[src/rtl/core/c2s_isqrt.sv]
// Pipelined floor square root, one root bit per stage, with remainder.
// Depends on nothing.
module c2s_isqrt #(
    parameter int RAD_W = 64
) (
    input  logic               clk,
    input  logic               en,
    input  logic [RAD_W-1:0]   radicand,
    output logic [RAD_W/2-1:0] root,
    output logic [RAD_W/2:0]   rem
);
    localparam int RW = RAD_W / 2;

    logic [RAD_W-1:0] rad_reg [RW];
    logic [RW-1:0]    rt_reg  [RW];
    logic [RW:0]      rm_reg  [RW];

    for (genvar k = 0; k < RW; k++)
    begin : g_stage
        logic [RAD_W-1:0] rad_cur;
        logic [RW-1:0]    rt_cur;
        logic [RW:0]      rm_cur;
        logic [RW+2:0]    trial;
        logic [RW+2:0]    sub_val;
        logic [RW+2:0]    diff;
        logic             ge;

        if (k == 0)
        begin : g_first
            assign rad_cur = radicand;
            assign rt_cur  = '0;
            assign rm_cur  = '0;
        end
        else
        begin : g_next
            assign rad_cur = rad_reg[k-1];
            assign rt_cur  = rt_reg[k-1];
            assign rm_cur  = rm_reg[k-1];
        end

        // bring down two radicand bits and try root*4+1
        assign trial   = {rm_cur, rad_cur[RAD_W-1 -: 2]};
        assign sub_val = {1'b0, rt_cur, 2'b01};
        assign ge      = (trial >= sub_val);
        assign diff    = trial - sub_val;

        always_ff @(posedge clk)
        begin
            if (en)
            begin
                rad_reg[k] <= rad_cur << 2;
                rt_reg[k]  <= {rt_cur[RW-2:0], ge};
                rm_reg[k]  <= ge ? diff[RW:0] : trial[RW:0];
            end
        end
    end

    assign root = rt_reg[RW-1];
    assign rem  = rm_reg[RW-1];
endmodule

[config.mk]
export PLATFORM = sky130hd
export DESIGN_NAME = c2s_isqrt
export DESIGN_NICKNAME = d
export VERILOG_FILES = /design/src/rtl/core/c2s_isqrt.sv
export SDC_FILE = /design/constraint.sdc
export NUM_CORES = 2
export LEC_CHECK = 0
export BUFFER_PORTS_ARGS = -buffer_cell sky130_fd_sc_hd__buf_2
export CAP_MARGIN = 20
export CORE_ASPECT_RATIO = 0.9
export CORE_UTILIZATION = 55
export DETAILED_ROUTE_END_ITERATION = 8
export GPL_TIMING_DRIVEN = 0
export HOLD_SLACK_MARGIN = 0.1
export PLACE_DENSITY = 0.8
export SLEW_MARGIN = 5
export SYNTH_ARGS = -nofsm -noshare
export SYNTH_HDL_FRONTEND = slang
export SYNTH_MEMORY_MAX_BITS = 65536
export SYNTH_SLANG_ARGS = --single-unit
[constraint.sdc]
create_clock -name clk -period 4.05 [get_ports clk]
set_input_delay 0.81 -clock clk [delete_from_list [all_inputs] [get_ports clk]]
set_output_delay 0.81 -clock clk [all_outputs]
set_load 0.01 [all_outputs]
==> impl_metrics.env <==
export IMPL_synth_seq_area_share_pct=63.8
export IMPL_powerDensity_nw_per_um2=578
export IMPL_yosysTopAreaCell="edfxtp_1"
export IMPL_worst_pin_slew_ns=1.17
export IMPL_die_area_sq_um=218000
export IMPL_cts_sink_count=2528
export IMPL_dp_hpwl_um=179000
export IMPL_fp_dieH_um=443
export IMPL_wire_per_inst_um=19.4
export IMPL_drv_slew=0
export IMPL_final_common_cell="edfxtp_1"
export IMPL_synth_top_cells_by_area="edfxtp_1 64%, ha_1 5.9%, xnor2_1 3.1%"
export IMPL_io_buffers=130
export IMPL_nFillCells=16180
export IMPL_worstSetupStartpointType="register"
export IMPL_crit_start="rm_reg[1][47]$_DFFE_PP_"
export IMPL_p_leak_nw=50.5
export IMPL_insertion_delay_ns=0.92
export IMPL_outcome="finished, violations left"
export IMPL_hold_path_class="in -> reg"
export IMPL_antenna_found_initial=2
export IMPL_drt_first_pass_iters=9
export IMPL_ys_seq_elements=2528
export IMPL_avgSynthCellArea_sq_um=12.7
export IMPL_die_width_um=492
export IMPL_slew_headroom_pct=21.8
export IMPL_fin_cells=12892
export IMPL_ys_warn_count=0
export IMPL_cts_tree="done"
export IMPL_fin_util_pct=62.2
export IMPL_regArea_sq_um=75900
export IMPL_finalHoldViolCount=0
export IMPL_hold_depth=2
export IMPL_grt_pass1_wl_um=393000
export IMPL_ant_nets=0
export IMPL_fmax_mhz=255
export IMPL_synth_top_flop_cell="edfxtp_1"
export IMPL_rr_startpoint="rm_reg[1][47]$_DFFE_PP_"
export IMPL_irDropWorstVdd_mv=0.507
export IMPL_area_growth_pct=12.0
export IMPL_critPathMaxFanout=10
export IMPL_post_route_period_util_pct=96.9
export IMPL_violations="design-rule violations"
export IMPL_multiInputGateArea_sq_um=39800
export IMPL_clock_path_buffers=4
export IMPL_arrival_ns=4.54
export IMPL_r2r_cells=10
export IMPL_final_cell_area_sq_um=133000
export IMPL_finalWeightedCongestion=0.918
export IMPL_num_nets_final=10478
export IMPL_finalSetupViolCount=0
export IMPL_postSynth_asyncResetShare_pct=0
export IMPL_worstPathRequired_ns=4.67
export IMPL_synth_edf_count=2528
export IMPL_place_area_sq_um=124000
export IMPL_ios=131
export IMPL_via_per_inst=5.78
export IMPL_grt_max_degree=185
export IMPL_drive_above_1_share_pct=7.82
export IMPL_dr_first_iter_drc_count=6700
export IMPL_finalPower_w=0.0770
export IMPL_yosys_area_top_type_share_pct=63.8
export IMPL_whs_ns=0.169
export IMPL_drc=11
export IMPL_largest_reg_flops=1008
export IMPL_post_route_min_period_ns=3.93
export IMPL_skew_ns=0.0536
export IMPL_grt_pass1_vias=72759
export IMPL_end_kind="register"
export IMPL_cts_root_buf="clkbuf_16"
export IMPL_r2r_setup_slack_ns=0.12
export IMPL_wl_um=250000
export IMPL_syn_inst=9355
export IMPL_ctsHtreeMaxLevel=5
export IMPL_clkTransAtPathRegs_ns=0.06
export IMPL_crit_type="reg -> reg"
export IMPL_num_rows=161
export IMPL_grt_usage_pct=22.6
export IMPL_synthesis_area_sq_um=119000
export IMPL_vias=74476
export IMPL_dp_cells=12352
export IMPL_final_cell_mix="2528 x edfxtp_1, 716 x nand2_1, 705 x inv_1, 588 x a21oi_1, 567 x o21ai_0"
export IMPL_start_util_pct=55.5
export IMPL_cts_buffers_inserted=275
export IMPL_ys_types=91
export IMPL_hp_start="radicand[63]"
export IMPL_cap_violations=0
export IMPL_core_sq_um=214000
export IMPL_overflow=0
export IMPL_syn_num_nets=9984
area by class of cell:
type | instances | share of cell area, %
Antenna cell | 3 | 0.00564
Clock buffer | 319 | 5.37
Timing Repair Buffer | 222 | 1.36
Tap cell | 2852 | 2.68
Buffer | 180 | 0.563
Multi-Input combinational cell | 5930 | 29.9
Clock inverter | 146 | 1.11
Inverter | 712 | 2.02
Sequential cell | 2528 | 57.0
cell usage after synthesis (90+ instances only):
cell type,number
inv_1,705
clkbuf_1,169
o21ai_0,574
nor4_1,134
nor2_1,556
nand2b_1,117
nand2_1,716
ha_1,563
nand3_1,161
edfxtp_1,2528
a21o_1,209
nor3_1,224
nor2b_1,90
xnor2_1,418
xor2_1,410
a21oi_1,590
through the flow:
step / worst slack, ns / setup TNS [ns]
final: 0.124 / 0
after global routing: -0.0125 / -0.0125
after CTS: 0.0126 / 0
after detailed placement: -0.949 / -155.39
after global placement: -35.98 / -
after floorplan: 0.489 / 0
cells by family after synthesis:
family          synth area share, %
xor+xnor                       6.10
buf+inv                        2.85
mux                           0.838
flops                          63.8
compound gates                 10.1
fa+ha+maj                      5.92
other cells                 0.00315
simple gates                   10.3
where the power goes:
part | internal [W] | switching (W) | leakage, nW
logic | 0.00695 | 0.0102 | 22.0
clock network | 0.0143 | 0.00989 | 4.16
registers | 0.0333 | 0.00230 | 24.3
final timing paths:
| check | end |
|---|---|
| max | rm_reg[1][90]$_DFFE_PP_ |
| min | rt_reg[0][0]$_DFFE_PP_ |
| max reg2reg | rm_reg[1][90]$_DFFE_PP_ |
| min reg2reg | rad_reg[1][485]$_DFFE_PP_ |
worst max-delay path, cell delays in order (launching register included):
cell	delay (ns)
edfxtp_1	0.42
ha_1	0.43
nand4_1	0.16
or2_2	0.34
or4_1	0.58
and3_1	0.24
o31a_1	0.10
clkbuf_1	0.23
or4_1	0.53
or4_1	0.45
xnor2_1	0.16
layer usage:
layer | GRT usage [%] | vias to the layer above | routed length [um]
met5 | 0 | - | 0
met1 | 30.2 | 36088 | 108000
li1 | - | 35716 | -
met3 | 3.17 | 513 | 12900
met2 | 38.2 | 2159 | 122000
met4 | 7.11 | 0 | 7010
what timing repair did:
action / 4_1_cts / 5_1_grt
endpoints found under the setup margin: 284 / 349
hold endpoints to repair: 62 / 0
hold buffers: 62 / 0
pin swaps: 1 / 6
setup buffers: 1 / 10
gates resized for setup: 45 / 70
No activity file was read; power rests on OpenSTA's default activity.
