$ cat src/rtl/core/c2s_delay.sv
// Stall-aware delay line for payload that waits on the longer paths.
// Depends on nothing.
module c2s_delay #(
    parameter int WIDTH = 32,
    parameter int DEPTH = 1
) (
    input  logic             clk,
    input  logic             en,
    input  logic [WIDTH-1:0] d,
    output logic [WIDTH-1:0] q
);
    logic [WIDTH-1:0] tap_reg [DEPTH];

    // shift one place per advance
    always_ff @(posedge clk)
    begin
        if (en)
        begin
            tap_reg[0] <= d;
            for (int i = 1; i < DEPTH; i++)
            begin
                tap_reg[i] <= tap_reg[i-1];
            end
        end
    end

    assign q = tap_reg[DEPTH-1];
endmodule

$ cat config.mk
export PLATFORM = sky130hd
export DESIGN_NAME = c2s_delay
export DESIGN_NICKNAME = d
export VERILOG_FILES = /design/src/rtl/core/c2s_delay.sv
export SDC_FILE = /design/constraint.sdc
export NUM_CORES = 1
export LEC_CHECK = 0
export BUFFER_PORTS_ARGS = -buffer_cell sky130_fd_sc_hd__buf_4
export CELL_PAD_IN_SITES_DETAIL_PLACEMENT = 1
export CELL_PAD_IN_SITES_GLOBAL_PLACEMENT = 1
export CORE_UTILIZATION = 25
export DETAILED_ROUTE_END_ITERATION = 8
export PLACE_DENSITY_LB_ADDON = 0.1
export SYNTH_ARGS = -nofsm -noshare
export SYNTH_HDL_FRONTEND = slang
export SYNTH_SLANG_ARGS = --single-unit
$ cat constraint.sdc
create_clock -name clk -period 0.8 [get_ports clk]
set_clock_uncertainty 0.2 [all_clocks]
set_input_delay 0 -clock clk [delete_from_list [all_inputs] [get_ports clk]]
set_output_delay 0 -clock clk [all_outputs]
set_load 0.005 [all_outputs]
==> reports/qor.txt, run 1 <==
status: complete, but fails checks
failing checks: hold timing, setup timing
type of origin of the critical path: flop
Die Area: 4100 sq um
Mapped Cells: 32
CP cell instances: buf_4
I/O pins: 66
maxcap violations: 0
Global Route Usage Sum: 0.108
multi-input gate count: 0
Post-Syn Nets: 66
min Tclk post-route: 1.01 ns
Fin Hold WS: -0.302 ns
CP max-delay cell: edfxtp_1
Fillers: 374
post-synthesis instance area: 961 sq um
slew margin rel.: 0.934
die height: 64.0 microns
# port buffers: 65
final hold violation count: 64
layout cells sized above 1: 0.673
n_diodes: 0
drt wl/cell: 13.2 microns
CTS H-tree lvls: 2
family with the most delay on the worst path: flip-flops
area leader, netlist: edfxtp_1
synth top area cells: edfxtp_1
CTS tree: yes
Area Growth Syn to Fin: 71.9%
Routed Wire Length: 2.04 mm
initial antenna violation count: 0
vias in the first global route: 606
hold crit path type: in -> reg
Die Span X: 64.0 microns
Clock transition at path regs: 0.06 ns
number of core rows: 22
setup TNS: -5.78 ns
post-DP HPWL: 1.56 mm
largest net degree at the start of global routing: 18
Synth Warn #: 0
worst path bufs/invs: 1
Final WS setup: -0.214 ns
TritonCTS Sinks: 32
Nets: 140
worst-path fanout max: 1
drt pass-1 iters: 4
Crit. End Element: output port
DR iter-0 viols: 12
FF+latch count, synth: 32
commonest cells after routing, fill and taps aside: buf_4, edfxtp_1, buf_6
Post CTS Setup Buffer Count: 0
core area: 3660 sq um
Crit path largest cell delay: 0.39 ns
CTS root buf: clkbuf_8
Final Max Tran Viols: 0
max reg flops: 32
multi-input logic area: 0 sq um
Worst Path Required: 0.60 ns
worst setup path class: reg -> out
Worst Tran Pin Value: 0.0985 ns
Seq/Total Area, Yosys: 1.00
Final setup viols: 32
static leakage: 0.692 nW
Yosys cell types: 1
first-pass GRT wire length: 3.03 mm
Mean Syn Cell Area: 30.0 sq um
setup repair after global routing missed its margin: true
Initial Utilization: 0.262
final period utilization: 1.27
Detail Route Antenna Nets: 0
total gr overflow: 0
GPL Wtd Cong: 0.590
total power: 3.56 mW
Max Buffers Root-to-Sink: 2
DRC viols: 0
cts bufs inserted: 5
Power Density: 2150 nW/um^2
WP data arrival: 0.81 ns
Via-to-Cell Ratio: 3.91
Fmax achieved: 987 MHz
Yosys top cell area share: 1.00
Layout Utilization: 0.451
via count: 606
most common cell after layout, fill and taps aside: buf_4
Peak supply drop: 1.30 mV
## stage by stage
step	area, sq um	setup WS, ns	instances
2_1_floorplan	961	0.245	32
3_3_place_gp	1550	0.0296	147
3_5_place_dp	1550	0.0220	147
4_1_cts	1630	-0.235	155
5_1_grt	1650	-0.247	155
6_report	1650	-0.214	155
## Yosys cell counts
master     n
edfxtp_1  32
## layout make-up
| class | instances | area, sq um | share of cell area |
|---|---|---|---|
| Clock buffer | 7 | 76.3 | 0.0462 |
| Tap cell | 48 | 60.1 | 0.0364 |
| Sequential cell | 32 | 961 | 0.582 |
| Clock inverter | 1 | 3.75 | 0.00227 |
| Timing Repair Buffer | 67 | 551 | 0.333 |
## metal layers
metal / vias up / global-route usage / routed length, microns
met5: - / 0 / 0
li1: 277 / - / -
met4: 0 / 0.0511 / 32
met2: 38 / 0.173 / 1080
met3: 5 / 0.0643 / 240
met1: 286 / 0.111 / 685
## kinds of logic after synthesis
logic type  count (synthesis)  share of synthesized area
flops                      32                       1.00
## repair_timing
action | CTS | global route
hold endpoints to repair | 64 | 64
pin swaps | 0 | 0
resized for setup | 0 | 6
gates cloned | 0 | 0
endpoints found under the setup margin | 32 | 32
## worst paths after layout
path                  cells after the start             end  slack, ns          start
worst max-delay path                      1            q[1]      -0.21  tap_reg[0][1]
worst min-delay path                      1  tap_reg[0][24]      -0.30          d[24]
## where the power goes
| part | internal [mW] | switching (mW) | leakage (nW) |
|---|---|---|---|
| registers | 1.99 | 0.0415 | 0.313 |
| clock network | 0.604 | 0.524 | 0.0399 |
| logic | 0.277 | 0.116 | 0.339 |
| total | 2.87 | 0.682 | 0.692 |
Note: power is estimated with default switching activity, not from simulation.
==> inputs of run 2 (changes only) <==
Settings changed: BUFFER_PORTS_ARGS -buffer_cell sky130_fd_sc_hd__buf_4 to -buffer_cell sky130_fd_sc_hd__clkbuf_2, SLEW_MARGIN set to 20.
==> reports/qor.txt, run 2 (synthesis gave the netlist of run 1 again) <==
status: complete, but fails checks
failing checks: hold timing, setup timing
commonest cells after routing, fill and taps aside: clkbuf_2, edfxtp_1, dlygate4sd3_1
CTS tree: yes
Global Route Usage Sum: 0.124
Fillers: 376
Die Span X: 64.0 microns
setup TNS: -5.00 ns
CTS root buf: clkbuf_8
vias in the first global route: 707
Nets: 162
TritonCTS Sinks: 32
die height: 64.0 microns
maxcap violations: 0
GPL Wtd Cong: 0.590
setup repair after global routing missed its margin: true
CP cell instances: clkbuf_2
DRC viols: 0
CP max-delay cell: edfxtp_1
Crit path largest cell delay: 0.38 ns
Routed Wire Length: 2.17 mm
Final WS setup: -0.175 ns
design area: 1740 sq um
number of core rows: 22
Worst Tran Pin Value: 0.119 ns
Worst Path Required: 0.60 ns
max reg flops: 32
Placement Cell Area: 1390 sq um
initial antenna violation count: 0
slew margin rel.: 0.921
Final setup viols: 40
CTS H-tree lvls: 2
Peak supply drop: 1.03 mV
layout cells sized above 1: 0.504
largest net degree at the start of global routing: 19
post-DP HPWL: 1.40 mm
worst setup path class: reg -> out
Fmax achieved: 1030 MHz
Max Buffers Root-to-Sink: 2
core area: 3660 sq um
Area Growth Syn to Fin: 81.0%
worst path bufs/invs: 1
most common cell after layout, fill and taps aside: clkbuf_2
Die Area: 4100 sq um
Sequential Area: 961 sq um
Crit. End Element: output port
cts bufs inserted: 5
static leakage: 0.796 nW
Power Density: 2040 nW/um^2
I/O pins: 66
type of origin of the critical path: flop
worst-path fanout max: 1
multi-input gate count: 0
via count: 677
hold crit path type: in -> reg
total gr overflow: 0
drt pass-1 iters: 3
final period utilization: 1.22
Fin Hold WS: -0.290 ns
Clock transition at path regs: 0.06 ns
Detail Route Antenna Nets: 0
n_diodes: 0
WP data arrival: 0.77 ns
first-pass GRT wire length: 3.51 mm
final hold violation count: 42
multi-input logic area: 0 sq um
drt wl/cell: 12.2 microns
Via-to-Cell Ratio: 3.82
Initial Utilization: 0.262
# port buffers: 65
min Tclk post-route: 0.975 ns
Final Max Tran Viols: 0
family with the most delay on the worst path: flip-flops
DR iter-0 viols: 11
Post CTS Setup Buffer Count: 0
==> run 2: final cells by class <==
class,count,share of cell area
Clock buffer,7,0.0439
Clock inverter,1,0.00216
Sequential cell,32,0.553
Tap cell,48,0.0345
Timing Repair Buffer,89,0.367
==> run 2: worst paths after layout <==
path,end,slack [ns],startpoint,cells after the start
worst min-delay path,tap_reg[0][1],-0.29,d[1],1
worst max-delay path,q[23],-0.17,tap_reg[0][23],1
==> run 2: per-layer routing <==
layer,wire length [microns],global-route usage,vias to the layer above
li1,-,-,319
met1,733,0.122,315
met2,1210,0.213,38
met3,190,0.0571,5
met4,34,0.0682,0
met5,0,0,-
==> run 2: where the power goes <==
part           internal [mW]  total (mW)  switching (mW)
clock                  0.604        1.14           0.535
sequential              1.99        2.03          0.0340
combinational          0.241       0.375           0.134
==> run 2: timing repair <==
item / CTS / global route
endpoints found under the hold margin: 64 / 43
gates resized for setup: 0 / 8
endpoints found under the setup margin: 32 / 48
cloned: 0 / 0
hold buffers: 30 / 1
==> run 2: per-stage QoR <==
stage | cells | setup WS [ns] | util | power, mW
after floorplan | 32 | 0.245 | - | 2.08
after global placement | 147 | -0.0170 | 0.379 | 2.33
after detailed placement | 147 | -0.0242 | 0.379 | 2.34
after CTS | 185 | -0.204 | 0.483 | 3.60
after global routing | 177 | -0.220 | 0.475 | 3.70
final | 177 | -0.175 | 0.475 | 3.54
